===== config.mk =====
export PLATFORM = sky130hd
export DESIGN_NAME = wait_queue_lazy_cancel
export DESIGN_NICKNAME = d
export VERILOG_FILES = /design/src/hdl/wqlc_pkg.sv /design/src/hdl/wqlc_mark_store.sv /design/src/hdl/wqlc_out_reg.sv /design/src/hdl/wqlc_engine.sv /design/src/hdl/wait_queue_lazy_cancel.sv
export VERILOG_INCLUDE_DIRS = /design/src /design/src/hdl
export SDC_FILE = /design/constraint.sdc
export NUM_CORES = 1
export LEC_CHECK = 0
export BUFFER_PORTS_ARGS = -buffer_cell sky130_fd_sc_hd__buf_2
export CAP_MARGIN = 10
export CORE_MARGIN = 3
export CORE_UTILIZATION = 30
export CTS_BUF_LIST = sky130_fd_sc_hd__clkbuf_4 sky130_fd_sc_hd__clkbuf_8
export DETAILED_ROUTE_END_ITERATION = 8
export GPL_ROUTABILITY_DRIVEN = 0
export PLACE_DENSITY_LB_ADDON = 0.1
export SYNTH_ARGS = -nofsm -noshare
export SYNTH_HDL_FRONTEND = slang
export SYNTH_HIERARCHICAL = 1
export SYNTH_SLANG_ARGS = --single-unit

===== constraint.sdc =====
create_clock -name clk -period 6 [get_ports clk]
set_clock_uncertainty 0.15 [all_clocks]
set_input_delay 0 -clock clk [delete_from_list [all_inputs] [get_ports clk]]
set_output_delay 0 -clock clk [all_outputs]
set_load 0.02 [all_outputs]

===== src/hdl/assert_macros.svh =====
// Assertion macros shared by the wait queue RTL.
// Users must have clk and rst (synchronous, active high) in scope.
`ifndef ASSERT_MACROS_SVH
`define ASSERT_MACROS_SVH

// Same-cycle implication, checked outside reset
`define CHK_IMPLY(lbl, ante, cons, msg) \
  lbl: assert property (@(posedge clk) disable iff (rst) (ante) |-> (cons)) \
    else $error(msg);

// Next-cycle implication, checked outside reset
`define CHK_NEXT(lbl, ante, cons, msg) \
  lbl: assert property (@(posedge clk) disable iff (rst) (ante) |=> (cons)) \
    else $error(msg);

`endif


===== src/hdl/wqlc_pkg.sv =====
// Shared types and constants for the lazy-cancel wait queue.
// No dependencies; imported by every wqlc module.
package wqlc_pkg;

  localparam int TASK_W        = 6;
  localparam int CMD_W         = 2;
  localparam int MAXC_W        = 5;
  localparam int NUM_TASKS_DEF = 64;
  localparam int MAX_BATCH_DEF = 16;

  typedef enum logic [CMD_W-1:0] {
    CMD_ADD_TAIL = 2'd0,
    CMD_ADD_HEAD = 2'd1,
    CMD_POP      = 2'd2,
    CMD_REMOVE   = 2'd3
  } cmd_t;

  // Per-task marks kept in the mark memory
  typedef struct packed {
    logic claimed;
    logic waiting;
  } mark_t;

  // One result beat
  typedef struct packed {
    logic [TASK_W-1:0] tid;
    logic              found;
    logic              last;
  } result_t;

endpackage


===== src/hdl/wqlc_mark_store.sv =====
// Claimed/waiting mark memory with a clearing pass after reset.
// Depends on wqlc_pkg.
module wqlc_mark_store
  import wqlc_pkg::*;
#(
  parameter int NUM_TASKS = NUM_TASKS_DEF,
  parameter int IDX_W     = $clog2(NUM_TASKS)
) (
  input  logic             clk,
  input  logic             rst,
  input  logic             rd_en,
  input  logic [IDX_W-1:0] rd_addr,
  output mark_t            rd_data,
  input  logic             wr_en,
  input  logic [IDX_W-1:0] wr_addr,
  input  mark_t            wr_data,
  output logic             clr_done
);

  mark_t            mem [NUM_TASKS];
  logic [IDX_W-1:0] clr_idx;

  // Sweep every entry once after reset
  always_ff @(posedge clk) begin
    if (rst) begin
      clr_idx  <= '0;
      clr_done <= 1'b0;
    end else if (!clr_done) begin
      clr_idx <= clr_idx + 1'b1;
      if (clr_idx == IDX_W'(NUM_TASKS - 1)) begin
        clr_done <= 1'b1;
      end
    end
  end

  // Write port: clearing pass first, then normal writes
  always_ff @(posedge clk) begin
    if (!clr_done) begin
      mem[clr_idx] <= '0;
    end else if (wr_en) begin
      mem[wr_addr] <= wr_data;
    end
  end

  // Registered read; forward a same-cycle write to the same entry
  always_ff @(posedge clk) begin
    if (rd_en) begin
      if (wr_en && (wr_addr == rd_addr)) begin
        rd_data <= wr_data;
      end else begin
        rd_data <= mem[rd_addr];
      end
    end
  end

endmodule


===== src/hdl/wqlc_out_reg.sv =====
// Output register for result beats; frees itself as the sink takes a beat.
// Depends on wqlc_pkg.
module wqlc_out_reg
  import wqlc_pkg::*;
(
  input  logic    clk,
  input  logic    rst,
  input  logic    push,
  input  result_t push_data,
  output logic    free,
  output logic    res_valid,
  input  logic    res_stall,
  output result_t res_data
);

  // Room when empty or when the held beat leaves this cycle
  assign free = !res_valid || !res_stall;

  // Hold a beat until taken, load a new one when free
  always_ff @(posedge clk) begin
    if (rst) begin
      res_valid <= 1'b0;
    end else if (free) begin
      res_valid <= push;
    end
  end

  always_ff @(posedge clk) begin
    if (free && push) begin
      res_data <= push_data;
    end
  end

endmodule


===== src/hdl/wqlc_engine.sv =====
// Command sequencer: link memory, head/tail pointers and the pop walk.
// Depends on wqlc_pkg; drives the mark store and the output register.
module wqlc_engine
  import wqlc_pkg::*;
#(
  parameter int NUM_TASKS = NUM_TASKS_DEF,
  parameter int MAX_BATCH = MAX_BATCH_DEF,
  parameter int IDX_W     = $clog2(NUM_TASKS)
) (
  input  logic              clk,
  input  logic              rst,
  // command channel
  input  logic              cmd_valid,
  output logic              cmd_stall,
  input  logic [CMD_W-1:0]  cmd,
  input  logic [TASK_W-1:0] task_id,
  input  logic              still_waiting,
  input  logic [MAXC_W-1:0] batch_max,
  // mark store
  output logic              mk_rd_en,
  output logic [IDX_W-1:0]  mk_rd_addr,
  input  mark_t             mk_rd_data,
  output logic              mk_wr_en,
  output logic [IDX_W-1:0]  mk_wr_addr,
  output mark_t             mk_wr_data,
  input  logic              clr_done,
  // output register
  output logic              push,
  output result_t           push_data,
  input  logic              res_free
);

  localparam int PTR_W = $clog2(NUM_TASKS + 1);
  localparam int CNT_W = $clog2(MAX_BATCH + 1);
  localparam int VIS_W = $clog2(NUM_TASKS + 1);
  localparam logic [PTR_W-1:0] NONE = PTR_W'(NUM_TASKS);

  typedef enum logic [2:0] {
    S_CLEAR, S_IDLE, S_EXEC, S_ADD2, S_RM, S_POP, S_FIN, S_RESP
  } state_t;

  state_t            state;
  cmd_t              cmd_q;
  logic [TASK_W-1:0] tid_q;
  logic              still_q;
  logic [CNT_W-1:0]  limit_q;
  logic [PTR_W-1:0]  head;
  logic [PTR_W-1:0]  tail;
  result_t           res_q;
  logic              pend_valid;
  logic [TASK_W-1:0] pend_tid;
  logic [CNT_W-1:0]  count;
  logic [VIS_W-1:0]  visits;

  logic [PTR_W-1:0]  link_mem [NUM_TASKS];
  logic [PTR_W-1:0]  link_rd;
  logic              lk_wr_en;
  logic [IDX_W-1:0]  lk_wr_addr;
  logic [PTR_W-1:0]  lk_wr_data;

  logic [CNT_W-1:0]  limit_in;
  logic              tid_ok;
  logic [PTR_W-1:0]  tid_ptr;
  logic              list_empty;
  logic              adv_none;
  logic [PTR_W-1:0]  head_adv;
  logic              found_now;
  logic              need_emit;
  logic              go;
  logic [CNT_W-1:0]  count_inc;
  logic [VIS_W-1:0]  visits_inc;
  logic              cont;

  assign cmd_stall = (state != S_IDLE);

  // Clamp the batch size to 1..MAX_BATCH
  always_comb begin
    if (batch_max == '0) begin
      limit_in = CNT_W'(1);
    end else if (int'(batch_max) > MAX_BATCH) begin
      limit_in = CNT_W'(MAX_BATCH);
    end else begin
      limit_in = CNT_W'(batch_max);
    end
  end

  assign tid_ok     = int'(tid_q) < NUM_TASKS;
  assign tid_ptr    = PTR_W'(tid_q);
  assign list_empty = (head >= NONE) || (tail >= NONE);

  // Pop walk: evaluate the entry at head from the registered read data
  assign adv_none   = (link_rd >= NONE);
  assign head_adv   = adv_none ? NONE : link_rd;
  assign found_now  = !mk_rd_data.claimed;
  assign need_emit  = found_now && pend_valid;
  assign go         = !need_emit || res_free;
  assign count_inc  = count + CNT_W'(found_now);
  assign visits_inc = visits + 1'b1;
  assign cont       = (count_inc < limit_q) && !adv_none && (visits_inc < VIS_W'(NUM_TASKS));

  // Memory port control and result pushes
  always_comb begin
    mk_rd_en   = 1'b0;
    mk_rd_addr = IDX_W'(head);
    mk_wr_en   = 1'b0;
    mk_wr_addr = IDX_W'(tid_q);
    mk_wr_data = '{claimed: 1'b1, waiting: 1'b0};
    lk_wr_en   = 1'b0;
    lk_wr_addr = IDX_W'(tid_q);
    lk_wr_data = NONE;
    push       = 1'b0;
    push_data  = res_q;
    unique case (state)
      S_EXEC: begin
        unique case (cmd_q)
          CMD_POP: begin
            mk_rd_en = (head < NONE);
          end
          CMD_REMOVE: begin
            mk_rd_en   = tid_ok;
            mk_rd_addr = IDX_W'(tid_q);
          end
          CMD_ADD_TAIL, CMD_ADD_HEAD: begin
            mk_wr_en   = tid_ok && still_q;
            mk_wr_data = '{claimed: 1'b0, waiting: 1'b1};
            lk_wr_en   = tid_ok && still_q;
            lk_wr_data = (list_empty || cmd_q == CMD_ADD_TAIL) ? NONE : head;
          end
        endcase
      end
      S_ADD2: begin
        lk_wr_en   = 1'b1;
        lk_wr_addr = IDX_W'(tail);
        lk_wr_data = tid_ptr;
      end
      S_RM: begin
        mk_wr_en = mk_rd_data.waiting;
      end
      S_POP: begin
        mk_wr_en   = go && found_now;
        mk_wr_addr = IDX_W'(head);
        mk_rd_en   = go && cont;
        mk_rd_addr = IDX_W'(head_adv);
        push       = go && need_emit;
        push_data  = '{tid: pend_tid, found: 1'b1, last: 1'b0};
      end
      S_FIN: begin
        push = res_free;
        if (pend_valid) begin
          push_data = '{tid: pend_tid, found: 1'b1, last: 1'b1};
        end else begin
          push_data = '{tid: '0, found: 1'b0, last: 1'b1};
        end
      end
      S_RESP: begin
        push = res_free;
      end
      default: begin
      end
    endcase
  end

  // Link memory, read alongside the marks
  always_ff @(posedge clk) begin
    if (lk_wr_en) begin
      link_mem[lk_wr_addr] <= lk_wr_data;
    end
    if (mk_rd_en) begin
      link_rd <= link_mem[mk_rd_addr];
    end
  end

  // Sequencer state, pointers and registered results
  always_ff @(posedge clk) begin
    if (rst) begin
      state      <= S_CLEAR;
      head       <= NONE;
      tail       <= NONE;
      pend_valid <= 1'b0;
    end else begin
      unique case (state)
        S_CLEAR: begin
          if (clr_done) begin
            state <= S_IDLE;
          end
        end
        S_IDLE: begin
          if (cmd_valid) begin
            cmd_q   <= cmd_t'(cmd);
            tid_q   <= task_id;
            still_q <= still_waiting;
            limit_q <= limit_in;
            state   <= S_EXEC;
          end
        end
        S_EXEC: begin
          unique case (cmd_q)
            CMD_POP: begin
              if (head >= NONE) begin
                res_q <= '{tid: '0, found: 1'b0, last: 1'b1};
                state <= S_RESP;
              end else begin
                count      <= '0;
                visits     <= '0;
                pend_valid <= 1'b0;
                state      <= S_POP;
              end
            end
            CMD_REMOVE: begin
              res_q <= '{tid: tid_q, found: 1'b0, last: 1'b1};
              state <= tid_ok ? S_RM : S_RESP;
            end
            CMD_ADD_TAIL, CMD_ADD_HEAD: begin
              if (!tid_ok || !still_q) begin
                res_q <= '{tid: tid_q, found: 1'b0, last: 1'b1};
                state <= S_RESP;
              end else begin
                res_q <= '{tid: tid_q, found: 1'b1, last: 1'b1};
                if (list_empty) begin
                  head  <= tid_ptr;
                  tail  <= tid_ptr;
                  state <= S_RESP;
                end else if (cmd_q == CMD_ADD_TAIL) begin
                  state <= S_ADD2;
                end else begin
                  head  <= tid_ptr;
                  state <= S_RESP;
                end
              end
            end
          endcase
        end
        S_ADD2: begin
          tail  <= tid_ptr;
          state <= S_RESP;
        end
        S_RM: begin
          res_q <= '{tid: tid_q, found: mk_rd_data.waiting, last: 1'b1};
          state <= S_RESP;
        end
        S_POP: begin
          if (go) begin
            visits <= visits_inc;
            head   <= head_adv;
            if (adv_none) begin
              tail <= NONE;
            end
            if (found_now) begin
              pend_valid <= 1'b1;
              pend_tid   <= TASK_W'(head);
              count      <= count_inc;
            end
            if (!cont) begin
              state <= S_FIN;
            end
          end
        end
        S_FIN: begin
          if (res_free) begin
            state <= S_IDLE;
          end
        end
        S_RESP: begin
          if (res_free) begin
            state <= S_IDLE;
          end
        end
        default: begin
          state <= S_IDLE;
        end
      endcase
    end
  end

endmodule


===== src/hdl/wait_queue_lazy_cancel.sv =====
// Channel   | handshake            | payload
// ----------+----------------------+------------------------------------------
// command   | cmd_valid, cmd_stall | cmd, task_id, still_waiting, batch_max
// result    | res_valid, res_stall | result_task, found, last
//
// An add runs S_EXEC then S_RESP; a remove adds S_RM and a tail add to a nonempty
// list adds S_ADD2 before S_RESP. A pop runs S_EXEC, S_POP once per entry visited
// (set by the single read port of the mark and link memories), then S_FIN. After
// reset a clearing pass sweeps the mark memory with cmd_stall high. A stalled
// result register holds the sequencer only when it has another beat to hand over.
// Top level of the lazy-cancel wait queue; depends on wqlc_pkg, the wqlc modules
// and assert_macros.svh.
`include "assert_macros.svh"

module wait_queue_lazy_cancel
  import wqlc_pkg::*;
#(
  parameter int NUM_TASKS = NUM_TASKS_DEF,
  parameter int MAX_BATCH = MAX_BATCH_DEF
) (
  input  logic              clk,
  input  logic              rst,
  input  logic              cmd_valid,
  output logic              cmd_stall,
  input  logic [CMD_W-1:0]  cmd,
  input  logic [TASK_W-1:0] task_id,
  input  logic              still_waiting,
  input  logic [MAXC_W-1:0] batch_max,
  output logic              res_valid,
  input  logic              res_stall,
  output logic [TASK_W-1:0] result_task,
  output logic              found,
  output logic              last
);

  localparam int IDX_W = $clog2(NUM_TASKS);

  logic             mk_rd_en;
  logic [IDX_W-1:0] mk_rd_addr;
  mark_t            mk_rd_data;
  logic             mk_wr_en;
  logic [IDX_W-1:0] mk_wr_addr;
  mark_t            mk_wr_data;
  logic             clr_done;
  logic             eng_push;
  result_t          push_data;
  logic             res_free;
  result_t          res_data;

  wqlc_mark_store #(
    .NUM_TASKS (NUM_TASKS),
    .IDX_W     (IDX_W)
  ) u_marks (
    .clk      (clk),
    .rst      (rst),
    .rd_en    (mk_rd_en),
    .rd_addr  (mk_rd_addr),
    .rd_data  (mk_rd_data),
    .wr_en    (mk_wr_en),
    .wr_addr  (mk_wr_addr),
    .wr_data  (mk_wr_data),
    .clr_done (clr_done)
  );

  wqlc_engine #(
    .NUM_TASKS (NUM_TASKS),
    .MAX_BATCH (MAX_BATCH),
    .IDX_W     (IDX_W)
  ) u_engine (
    .clk           (clk),
    .rst           (rst),
    .cmd_valid     (cmd_valid),
    .cmd_stall     (cmd_stall),
    .cmd           (cmd),
    .task_id       (task_id),
    .still_waiting (still_waiting),
    .batch_max     (batch_max),
    .mk_rd_en      (mk_rd_en),
    .mk_rd_addr    (mk_rd_addr),
    .mk_rd_data    (mk_rd_data),
    .mk_wr_en      (mk_wr_en),
    .mk_wr_addr    (mk_wr_addr),
    .mk_wr_data    (mk_wr_data),
    .clr_done      (clr_done),
    .push          (eng_push),
    .push_data     (push_data),
    .res_free      (res_free)
  );

  wqlc_out_reg u_out (
    .clk       (clk),
    .rst       (rst),
    .push      (eng_push),
    .push_data (push_data),
    .free      (res_free),
    .res_valid (res_valid),
    .res_stall (res_stall),
    .res_data  (res_data)
  );

  assign result_task = res_data.tid;
  assign found       = res_data.found;
  assign last        = res_data.last;

  // Checks on the sequencer and result path
  `CHK_IMPLY(a_push_room, eng_push, res_free, "result beat pushed into a full output register")
  `CHK_IMPLY(a_clear_stall, !clr_done, cmd_stall, "command accepted during the clearing pass")
  `CHK_IMPLY(a_open_found, res_valid && !last, found, "non-final result beat without a task")
  `CHK_NEXT(a_accept_busy, cmd_valid && !cmd_stall, cmd_stall, "second command taken while busy")

endmodule

Yosys cells after proc, flatten, opt, wreduce, memory -nomap -nowiden:

Memory sizes are Yosys's and may differ from the RTL's. A register that Yosys moved wholly into a read port is not among the register bits.
Cells that the tools add are included.

* $add $sub $neg: 3
* multipliers: 0
* divide/modulo/power cells: 0
* order comparisons: 7
* equal/unequal tests: 27
* shift-type cells: 0
* muxes and demuxes: 72
* bitwise gates (word level): 2
* reduce and logical (&&, ||, !) cells: 37

Operator list (number)
* two-way mux 7 bit: 16
* case mux 7 bit (2 select lines): 3
* case mux 8 bit (2 select lines): 2
* two-way mux 5 bit: 5
* two-way mux 3 bit: 8
* two-way mux 6 bit: 4
* case mux 8 bit (3 select lines): 1
* >= comparator 7 bit (second input constant): 3
* case mux 7 bit (3 select lines): 1
* AND reduction 5 bit: 4
* case mux 3 bit (6 select lines): 1
* two-way mux 8 bit: 2
* less-than comparator 7 bit (second input constant): 2
* two-way mux 1 bit: 14
* == test 3 bit (second input constant): 4
* two-way mux 2 bit: 6
* inequality test 2 x 1 -> 1 bit (second input constant): 6
* inequality test 2 bit (second input constant): 6
* case mux 6 bit (2 select lines): 1
* AND reduction 6 bit: 2
* case mux 1 bit (2 select lines): 5
* case mux 5 bit (2 select lines): 1
* OR reduction 2 bit: 5
* case mux 3 bit (3 select lines): 1
* other kinds (25): 45

* register bits: 76
* bits in latches: 0
* RAM bits: 576
* ROM bits: 0
* bits of input ports: 18
* output and inout port bits: 10
* logic and storage cells: 173
* memories: 2

Memory list
* u_engine.link_mem: depth 64, width 7, read ports 1, clocked after memory_dff 1, write ports 1, RTL line wqlc_engine.sv:55 `logic [PTR_W-1:0] link_mem [NUM_TASKS];`
* u_marks.mem: depth 64, width 2, read ports 1, clocked after memory_dff 0, write ports 1, RTL line wqlc_mark_store.sv:20 `mark_t mem [NUM_TASKS];`

Logic depth before layout (Yosys ltp):

Gate-level depths: netlist (run 1).

* depth after elaboration: 11
* depth in mapped cells: 18
* mapped depth without buffers: 12

Modules after synthesis:

The synthesis (run 1) kept the hierarchy.

By module, submodules not included
* wqlc_engine: instances 1, cells each 1542, area each 21440.6 µm², seq. area each 15194.6 µm²
* wqlc_mark_store: instances 1, cells each 412, area each 6025.8 µm², seq. area each 4043.9 µm²
* wqlc_out_reg: instances 1, cells each 13, area each 279.0 µm², seq. area each 260.2 µm²

Least setup slack after synthesis (run 1):

Ideal clock, no wire load.

* path type: reg-to-reg
* start point: register u_engine.state[1]
* end point: memory u_engine/link_mem[0][5] (netlist name), data pin
* library setup time: 0.702 ns
* arrival: 3.863 ns
* data required time: 5.148 ns
* setup slack: 1.284 ns
* stages on the path, launching flop included: 7
* path buffers: 3
* clock period less this slack: 4.716 ns
* cell sequence: dfxtp_1 clkbuf_1 nor2b_1 clkbuf_1 nand2_1 buf_1 o21ai_0

* longest elaborated chain between the ends: 2
* elaborated cells on any way between the ends: 3
* those cells by class: eq/ne: 2; mux: 1

RTL lines
* from (decl): RTL line wqlc_engine.sv:42 `state_t state;`
* from (signal assigned): RTL line wqlc_engine.sv:211 `state <= tid_ok ? S_RM : S_RESP;`
* == test 3 x 2 -> 1 bit: RTL line wqlc_engine.sv:113 `unique case (state)`
* case mux 7 bit (2 select lines) (*): RTL line wqlc_engine.sv:113
* net u_engine.lk_wr_data[5]: RTL line wqlc_engine.sv:59 `logic [PTR_W-1:0] lk_wr_data;`
* to (decl): RTL line wqlc_engine.sv:55

Mark *: on every way through the listed nets, which the timed path passes. The rest lies on a longest branch.

Worst setup path after layout (run 1):

* start point: register u_engine.state[0]
* end point: register u_marks/rd_data[0] (netlist name), data pin

* longest elaborated chain between the ends: 5
* elaborated cells on any way between the ends: 11
* those cells by class: eq/ne: 4; mux: 5; reduce/logical: 1; memory: 1

RTL lines
* == test 3 bit or == test 3 x 2 -> 1 bit (tied branches): RTL line wqlc_engine.sv:113
* case mux 6 bit (2 select lines) (*): RTL line wqlc_engine.sv:113
* net mk_rd_addr[4]: RTL line wait_queue_lazy_cancel.sv:39 `logic [IDX_W-1:0] mk_rd_addr;`
* parallel branches: the longest is 2 deep, another holds memory (64 x 2 bit)
* two-way mux 2 bit (*): RTL line wqlc_mark_store.sv:48 `if (wr_en && (wr_addr == rd_addr)) begin`
* to (signal assigned): RTL line wqlc_mark_store.sv:49 `rd_data <= wr_data;`
* to (signal assigned): RTL line wqlc_mark_store.sv:51 `rd_data <= mem[rd_addr];`
* to (decl): RTL line wqlc_mark_store.sv:13 `output mark_t rd_data,`

Mark *: on every way through the listed nets, which the timed path passes.
A chain may end at the register's enable or synchronous reset.

==> results_dict.tcl, run 1 <==
set metrics [dict create \
    cp-end-kind "flip-flop" \
    timing.fmax_ghz 0.201 \
    fin_cells 3342 \
    start_util_pct 30.5 \
    tightest_slew_ns 1.18 \
    finish.instance_area_mm2 0.0318 \
    drt-vias-per-instance 5.06 \
    core_mm2 0.0908 \
    antenna_found_initial 1 \
    ys_async_sr_fraction_pct 0 \
    fp.dieH_um 310 \
    crit_start "u_engine/state[0]$_SDFFE_PP0P_" \
    overflow 0 \
    synth_seq_cells 658 \
    numCtsBuffers 113 \
    avgRoutedWirePerCell_um 23.6 \
    track_usage_pct 16.4 \
    drive_above_1_share_pct 15.1 \
    die-area_mm2 0.0962 \
    hold_viol_final 0 \
    critPathLaunchType "flip-flop" \
    path_clk_slew_ns 0.06 \
    cts_hold_buf 39 \
    worstPathRequired_ns 6.30 \
    final_antenna_net_count 0 \
    grt_pass1_vias 17200 \
    reg2reg_slack_ns 1.02 \
    ys.flop_type "edfxtp_1" \
    regToRegStartpoint "u_engine/state[0]$_SDFFE_PP0P_" \
    final_nets 2106 \
    period_needed_ns 4.98 \
    cts_tree "yes" \
    slew_violations 0 \
    dr_total_vias 16900 \
    clk_latency_ns 0.73 \
    p_per_area_mw_per_mm2 404 \
    rsz0062_at_grt "no" \
    status "completed" \
    hpwl_um 49800 \
    syn_area_mm2 0.0277 \
    maxCapViolations 0 \
    cp.arrival_ns 5.28 \
    hold_class "input port to flip-flop" \
    drc 0 \
    avgSynthCellArea_um2 14.1 \
    cts_resized 0 \
    cts_buffer_depth 3 \
    syn_nets 1995 \
    dpl_cell_area_mm2 0.0292 \
    fp-row-count 110 \
    syn_to_final_growth_pct 14.6 \
    root_buffer "clkbuf_8" \
    p_leak_nw 11.0 \
    synth-edff-count 632 \
    ys_warn_count 6 \
    die_w_um 310 \
    firstDrtPassIters 5 \
    dp_cells 3097 \
    pin_count 28 \
    slew-limit-headroom_pct 21.3 \
    grt_pass1_wl_um 117000 \
    finalSetupViolations 0 \
    post_cts_buffers 0 \
    synth_seq_area_share_pct 70.3 \
    hp-start "rst" \
    first_iter_violations 1149 \
    synth_cells 1967 \
    fin_tns_setup_ns 0 \
    clock-sinks 658 \
    htreeDepth 3 \
    vdd_drop_max_mv 0.255 \
    layout_commonest_cell "edfxtp_1" \
    crit_type "flip-flop to flip-flop" \
    io_buffers 27 \
    grt_max_degree 87 \
    drt-total-wl_um 79000 \
    critPathMaxFanout 20 \
    min_period_over_period_pct 83.0 \
    final_cell_mix "edfxtp_1, nand2_1, nor2_1" \
    synth_cell_types 80 \
]
[flip-flops by register name (all words and copies together) (netlist names)]
name,flops
u_engine/cmd_q,2
u_marks/clr_done,1
u_engine/res_q,7
u_engine/tid_q,6
u_engine/count,5
u_engine/state,3
u_engine/still_q,1
u_engine/visits,7
u_marks/rd_data,2
u_engine/tail,7
u_out/res_valid,1
u_engine/pend_tid,6
u_marks/mem,128
u_marks/clr_idx,6
u_engine/link_rd,7
u_engine/head,7
u_engine/link_mem,448
u_engine/limit_q,5
u_out/res_data,8
u_engine/pend_valid,1
[power breakdown]
part,leakage [nW],switching [W],total [W],internal [W]
Sequential,6.13,0.000102,0.00531,0.00521
Combinational,3.66,0.00238,0.00360,0.00121
Clock,1.17,0.00182,0.00395,0.00213
Total,11.0,0.00431,0.0129,0.00856
[per-stage QoR]
| stage | util (%) | setup WS [ns] | total power (W) | hold WS, ns |
|---|---|---|---|---|
| global placement | 32.1 | 0.766 | 0.00901 | 0.0303 |
| finish | 35.0 | 1.02 | 0.0129 | 0.162 |
| detailed placement | 32.1 | 0.823 | 0.00901 | 0.0303 |
| global route | 35.0 | 0.710 | 0.0135 | 0.132 |
| floorplan | - | 1.28 | 0.00772 | -0.0809 |
| CTS | 35.0 | 0.774 | 0.0131 | 0.0812 |
[cells by family after synthesis]
group / count (synthesis) / synth area share (%)
compound gates: 300 / 7.87
xor+xnor: 18 / 0.568
fa+ha+maj: 10 / 0.451
buf+inv: 134 / 2.46
flops: 658 / 70.3
mux: 166 / 7.17
simple gates: 681 / 11.2
[per-layer routing]
metal | share of wire [%] | wire (µm) | vias to the layer above | GRT usage (%)
li1 | - | - | 7772 | -
met2 | 47 | 37300 | 360 | 26.6
met3 | 4.0 | 3150 | 125 | 2.65
met4 | 2.4 | 1910 | 0 | 5.02
met5 | 0 | 0 | - | 0
met1 | 46 | 36600 | 8664 | 22.7
[layout make-up]
cell class / instances / area, µm²
Inverter: 25 / 95.1
Tap cell: 1176 / 1470
Antenna cell: 1 / 2.50
Multi-Input combinational cell: 1175 / 7660
Fill cell: 8874 / 59000
Clock inverter: 40 / 219
Timing Repair Buffer: 105 / 895
Clock buffer: 162 / 1960
Sequential cell: 658 / 19500
[worst paths after layout]
kind / endpoint / cells after the start
worst min-delay path: u_engine/pend_valid$_SDFFE_PP0P_ / 3
worst max register to register: u_marks/rd_data[0]$_DFFE_PP_ / 14
worst min register to register: u_engine/head[6]$_SDFFE_PP1P_ / 2
worst max-delay path: u_marks/rd_data[0]$_DFFE_PP_ / 14
[worst max-delay path, cell delays in order (launching register included)]
cell and delay [ns]:
dfxtp_1 0.84, and3b_1 0.26, buf_4 0.24, inv_1 0.08
buf_4 0.20, nor2_1 0.24, a222oi_1 0.16, buf_4 0.23
inv_1 0.67, xnor2_1 0.19, nand4_1 0.12, nor4_2 0.78
a2111oi_0 0.22, o21ai_0 0.16, nand3_1 0.13
[synthesized netlist by cell type (15+ instances only)]
library cell,number,share of area [%]
inv_1,22,0.30
nor4b_1,15,0.47
mux2_2,36,1.5
a21oi_1,59,1.1
and2_1,17,0.38
nor3_1,25,0.45
a32oi_1,23,0.73
nand2_1,279,3.8
o31ai_1,21,0.57
nor2_1,180,2.4
dfxtp_1,26,1.9
edfxtp_1,632,68
mux2i_1,110,4.0
a31oi_1,16,0.36
a32o_1,29,1.0
buf_2,25,0.45
nand2b_1,17,0.38
and3_1,15,0.34
nand4_1,16,0.36
nand3_1,60,1.1
o21ai_0,41,0.74
clkbuf_1,57,0.77
Power figures use the tool's default switching activity.
==> run 2, diff against run 1 <==
clock period = 5.15 ns   (was 6 ns; I/O delays follow)
==> run 2 against run 1 <==
  * Setup slack got worse by 0.58 ns
  * Worst hold slack worse by 0.0047 ns
  * Clock power grew 18%
  * Non-clock buffer count is 27 higher
  * Critical path depth down 2
  * Critical endpoint is now u_marks/rd_data[1]$_DFFE_PP_
  * Via count rose by 1.6%
  * Register-to-register slack worse by 0.58 ns
  * First-iteration DRC count is 6.2% higher
  * Global-route usage rose by 0.063 points
  * Combinational power rose by 21%
  * Largest cell class unchanged
==> results_dict.tcl, run 2 (synthesis results as in run 1) <==
set metrics [dict create \
    status "completed" \
    fp.dieH_um 310 \
    tightest_slew_ns 1.17 \
    slew-limit-headroom_pct 21.2 \
    grt_max_degree 65 \
    cts_buffer_depth 3 \
    pin_count 28 \
    p_sw_share_pct 33.9 \
    critPathLaunchType "flip-flop" \
    rsz0062_at_grt "no" \
    cts_tree "yes" \
    clk_latency_ns 0.75 \
    drc 0 \
    drive_above_1_share_pct 15.8 \
    regToRegStartpoint "u_engine/state[2]$_SDFFE_PP0P_" \
    crit_start "u_engine/state[2]$_SDFFE_PP0P_" \
    hold_class "input port to flip-flop" \
    power_frac_comb_pct 28.7 \
    largest_reg_flops 448 \
    p_per_area_mw_per_mm2 474 \
    drt-vias-per-instance 5.07 \
    io_buffers 27 \
    fin_tns_setup_ns 0 \
    min_period_over_period_pct 91.3 \
    post_cts_buffers 0 \
    slew_violations 0 \
    hpwl_um 50500 \
    htreeDepth 3 \
    die-area_mm2 0.0962 \
    maxCapViolations 0 \
    layout_commonest_cell "edfxtp_1" \
    dr_total_vias 17200 \
    numCtsBuffers 116 \
    start_util_pct 30.5 \
    final_cell_mix "edfxtp_1, nand2_1, nor2_1" \
    grt_pass1_vias 17500 \
    cp-end-kind "flip-flop" \
    fp-row-count 110 \
    timing.fmax_ghz 0.213 \
    top_regs "u_engine/link_mem: 448 flops, u_marks/mem: 128 flops, u_out/res_data: 8 flops" \
    hold_viol_final 0 \
    top_register "u_engine/link_mem" \
    period_needed_ns 4.70 \
    p_switching_w 0.00514 \
    drt-total-wl_um 79000 \
    critPathMaxFanout 35 \
    vdd_drop_max_mv 0.188 \
    track_usage_pct 16.5 \
    path_clk_slew_ns 0.06 \
    cp.arrival_ns 5.02 \
    overflow 0 \
    hp-start "rst" \
    final_util_pct 35.3 \
    finalSetupViolations 0 \
    syn_to_final_growth_pct 15.5 \
    p_int_w 0.0100 \
    power_frac_clock_pct 30.7 \
    finish.instance_area_mm2 0.0320 \
    die_w_um 310 \
    first_iter_violations 1220 \
    worstPathRequired_ns 5.47 \
    firstDrtPassIters 5 \
    seqPwrFrac_pct 40.6 \
    final_antenna_net_count 0 \
    grt_pass1_wl_um 117000 \
    final_nets 2136 \
    finalPower_w 0.0152 \
    place_ws_ns 0.493 \
    antenna_found_initial 1 \
    clock-sinks 658 \
    p_leak_nw 11.1 \
    root_buffer "clkbuf_8" \
    dpl_cell_area_mm2 0.0294 \
    avgRoutedWirePerCell_um 23.3 \
    crit_type "flip-flop to flip-flop" \
    timing.final.ws_setup_ns 0.446 \
    core_mm2 0.0908 \
]
run 2: cell types whose count changed in the layout (fill, tap and decap cells not counted), sizes merged:
cell / delta
clkinv: +30
clkbuf: -18
diode: +1
bufinv: +2
inv: +1
dlygate4sd3: -1
clkinvlp: +3
buf: +29
run 2: stage by stage:
| stage | hold slack [ns] | cells |
|---|---|---|
| finish | 0.157 | 3389 |
| floorplan | -0.0809 | 1967 |
| global route | 0.128 | 3389 |
| global placement | 0.0284 | 3127 |
| detailed placement | 0.0281 | 3127 |
| CTS | 0.0657 | 3386 |
run 2: power groups by stage:
stage / Combinational, W / Clock, W / Sequential [W]
finish: 0.00435 / 0.00467 / 0.00617
global route: 0.00471 / 0.00510 / 0.00617
CTS: 0.00440 / 0.00486 / 0.00617
detailed placement: 0.00436 / 0 / 0.00628
global placement: 0.00435 / 0 / 0.00627
floorplan: 0.00276 / 0 / 0.00624
run 2: what timing repair did:
item	in CTS	in global routing
endpoints found under the hold margin	71	0
gates resized for setup	0	0
hold buffers	38	0
endpoints found under the setup margin	0	0
run 2: area by class of cell:
type                            count  area (µm²)
Inverter                           25        95.1
Sequential cell                   658       19500
Fill cell                        8801       58800
Clock inverter                     76         433
Tap cell                         1176        1470
Clock buffer                      145        1810
Timing Repair Buffer              132        1070
Multi-Input combinational cell   1175        7660
Antenna cell                        2        5.00
run 2: worst max-delay path, stage by stage, from the launching register on:
cell and delay, ns:
dfxtp_1 0.60, and3b_1 0.51, buf_4 0.27, nand3b_1 0.20
a32oi_4 0.68, buf_12 0.29, buf_4 0.36, mux2i_1 0.22
a22oi_1 0.22, nand2_1 0.09, o31ai_1 0.19, nor2_1 0.08
o311ai_1 0.50
run 2: worst paths after layout:
path	slack (ns)	end	cells past startpoint
worst max register to register	0.45	u_marks/rd_data[1]$_DFFE_PP_	12
worst max-delay path	0.45	u_marks/rd_data[1]$_DFFE_PP_	12
worst min-delay path	0.16	u_engine/pend_valid$_SDFFE_PP0P_	3
worst min register to register	0.36	u_engine/head[6]$_SDFFE_PP1P_	2
run 2: routing by layer:
| metal | vias up | track usage, % | wire length [µm] |
|---|---|---|---|
| li1 | 7859 | - | - |
| met1 | 8784 | 22.7 | 36300 |
| met2 | 430 | 26.8 | 37400 |
| met3 | 124 | 2.51 | 3350 |
| met4 | 0 | 5.46 | 1960 |
| met5 | - | 0 | 0 |
==> run 3, diff against run 2 <==
CELL_PAD_IN_SITES_DETAIL_PLACEMENT = 0   (was unset)
CELL_PAD_IN_SITES_GLOBAL_PLACEMENT = 1   (was unset)
==> run 3 against run 2 <==
  * Sequential cell count unchanged
  * Sequential share of layout area is 0.095 points lower
  * Register-to-register slack gained 0.15 ns
  * Utilization grew 0.055 points
  * Setup slack improved by 0.15 ns
  * Die area did not move
  * Largest power group unchanged
==> results_dict.tcl, run 3 (synthesis results as in run 1) <==
set metrics [dict create \
    layout_commonest_cell "edfxtp_1" \
    post_cts_buffers 0 \
    fill_cells 8815 \
    path_common_cell "buf_4" \
    tightest_slew_ns 1.14 \
    cts_tree "yes" \
    first_iter_violations 1383 \
    p_leak_nw 11.1 \
    slew_violations 0 \
    crit_type "flip-flop to flip-flop" \
    top_register "u_engine/link_mem" \
    firstDrtPassIters 5 \
    final_nets 2130 \
    drc 0 \
    cts_buffer_depth 3 \
    start_util_pct 30.5 \
    p_per_area_mw_per_mm2 478 \
    fin_tns_setup_ns 0 \
    drt-total-wl_um 82500 \
    hpwl_um 51500 \
    avgRoutedWirePerCell_um 24.4 \
    min_period_over_period_pct 88.4 \
    worstPathRequired_ns 5.61 \
    htreeDepth 3 \
    multiInputGateArea_mm2 0.00766 \
    die-area_mm2 0.0962 \
    regArea_mm2 0.0195 \
    timing.fmax_ghz 0.220 \
    dr_total_vias 17200 \
    fp-row-count 110 \
    cp.arrival_ns 5.01 \
    slowest_stage "dfxtp_1" \
    drive_above_1_share_pct 16.0 \
    core_mm2 0.0908 \
    die_w_um 310 \
    root_buffer "clkbuf_8" \
    clk_latency_ns 0.77 \
    overflow 0 \
    holdWs_ns 0.150 \
    top_regs "u_engine/link_mem: 448 flops, u_marks/mem: 128 flops, u_out/res_data: 8 flops" \
    critPathLaunchType "flip-flop" \
    drt-vias-per-instance 5.09 \
    hold_viol_final 0 \
    cp_cell_sequence "and3b_1 > inv_1 > o32a_4 > nand2_8 > clkinv_2 > buf_4 > and2_0 > buf_4 > a221oi_1 > o21ai_0 > a41oi_1" \
    pin_count 28 \
    critPathMaxFanout 26 \
    cp-end-kind "flip-flop" \
    clock-sinks 658 \
    track_usage_pct 17.2 \
    power_frac_comb_pct 28.0 \
    grt_max_degree 72 \
    io_buffers 27 \
    antenna_found_initial 4 \
    numCtsBuffers 114 \
    power_frac_clock_pct 31.8 \
    period_needed_ns 4.55 \
    slew-limit-headroom_pct 23.1 \
    grt_pass1_vias 17500 \
    slowest_delay_ns 0.59 \
    fp.dieH_um 310 \
    p_int_w 0.0102 \
    grt_pass1_wl_um 121000 \
    vdd_drop_max_mv 0.212 \
    hold_class "input port to flip-flop" \
    seqPwrFrac_pct 40.2 \
    final_cell_mix "edfxtp_1, nand2_1, nor2_1" \
    maxCapViolations 0 \
    final_antenna_net_count 0 \
    p_switching_w 0.00510 \
    rsz0062_at_grt "no" \
    path_clk_slew_ns 0.07 \
    p_sw_share_pct 33.2 \
    status "completed" \
    finalSetupViolations 0 \
    syn_to_final_growth_pct 15.7 \
    largest_reg_flops 448 \
]
-- run 3: cell count changes in the layout (fill, tap and decap cells not counted), moves of 2 or more --
cell,delta
clkinv_1,-16
clkbuf_4,+13
buf_4,-5
clkinv_2,-4
bufinv_16,+3
clkbuf_8,-2
clkinvlp_4,-2
-- run 3: power by group through the flow --
| stage | sequential (W) | combinational [W] | clock (W) |
|---|---|---|---|
| floorplan | 0.00624 | 0.00276 | 0 |
| global placement | 0.00628 | 0.00430 | 0 |
| detailed placement | 0.00628 | 0.00429 | 0 |
| CTS | 0.00617 | 0.00433 | 0.00506 |
| global route | 0.00618 | 0.00465 | 0.00531 |
| finish | 0.00617 | 0.00429 | 0.00487 |
-- run 3: cell type report --
class | instances | area share, %
Tap cell | 1176 | 4.58
Timing Repair Buffer | 128 | 3.25
Multi-Input combinational cell | 1175 | 23.9
Clock inverter | 57 | 1.36
Antenna cell | 2 | 0.0156
Sequential cell | 658 | 60.7
Inverter | 25 | 0.296
Clock buffer | 156 | 5.87
-- run 3: path summary, 6_finish.rpt --
kind	slack, ns	end	from	cells after the start
worst max-delay path	0.60	u_engine/link_rd[4]$_DFFE_PP_	u_engine/state[2]$_SDFFE_PP0P_	11
worst min-delay path	0.15	u_engine/pend_valid$_SDFFE_PP0P_	rst	3
worst max register to register	0.60	u_engine/link_rd[4]$_DFFE_PP_	u_engine/state[2]$_SDFFE_PP0P_	11
worst min register to register	0.37	u_engine/tail[4]$_SDFFE_PP0P_	u_engine/tail[4]$_SDFFE_PP0P_	2
-- run 3: per-stage QoR --
step / utilization (%) / area [µm²] / total power [W] / worst slack [ns] / instances
after floorplan: - / 27700 / 0.00900 / 0.434 / 1967
after global placement: 32.3 / 29400 / 0.0106 / 0.596 / 3122
after detailed placement: 32.3 / 29400 / 0.0106 / 0.594 / 3122
after CTS: 35.3 / 32100 / 0.0156 / 0.555 / 3374
after global routing: 35.3 / 32100 / 0.0161 / 0.175 / 3376
final: 35.3 / 32100 / 0.0153 / 0.599 / 3377
-- run 3: layer usage --
layer	share of wire [%]	up-vias	wire length [µm]	global-route usage, %
met4	2.3	0	1910	5.32
met1	47	8783	38700	24.2
li1	-	7845	-	-
met5	0	-	0	0
met3	5.1	122	4210	3.27
met2	46	426	37700	26.9
-- run 3: worst max-delay path: cells and delay by family (launching register included) --
family	cells	cell delay (ns)
and+or+nand+nor	3	0.71
DFF	1	0.59
AOI/OAI and AO/OA	4	1.38
buffers and inverters	4	1.53
-- run 3: repair_timing --
item | 4_1_cts | 5_1_grt
hold buffers | 39 | 0
hold endpoints to repair | 78 | 0
gates resized for setup | 0 | 0
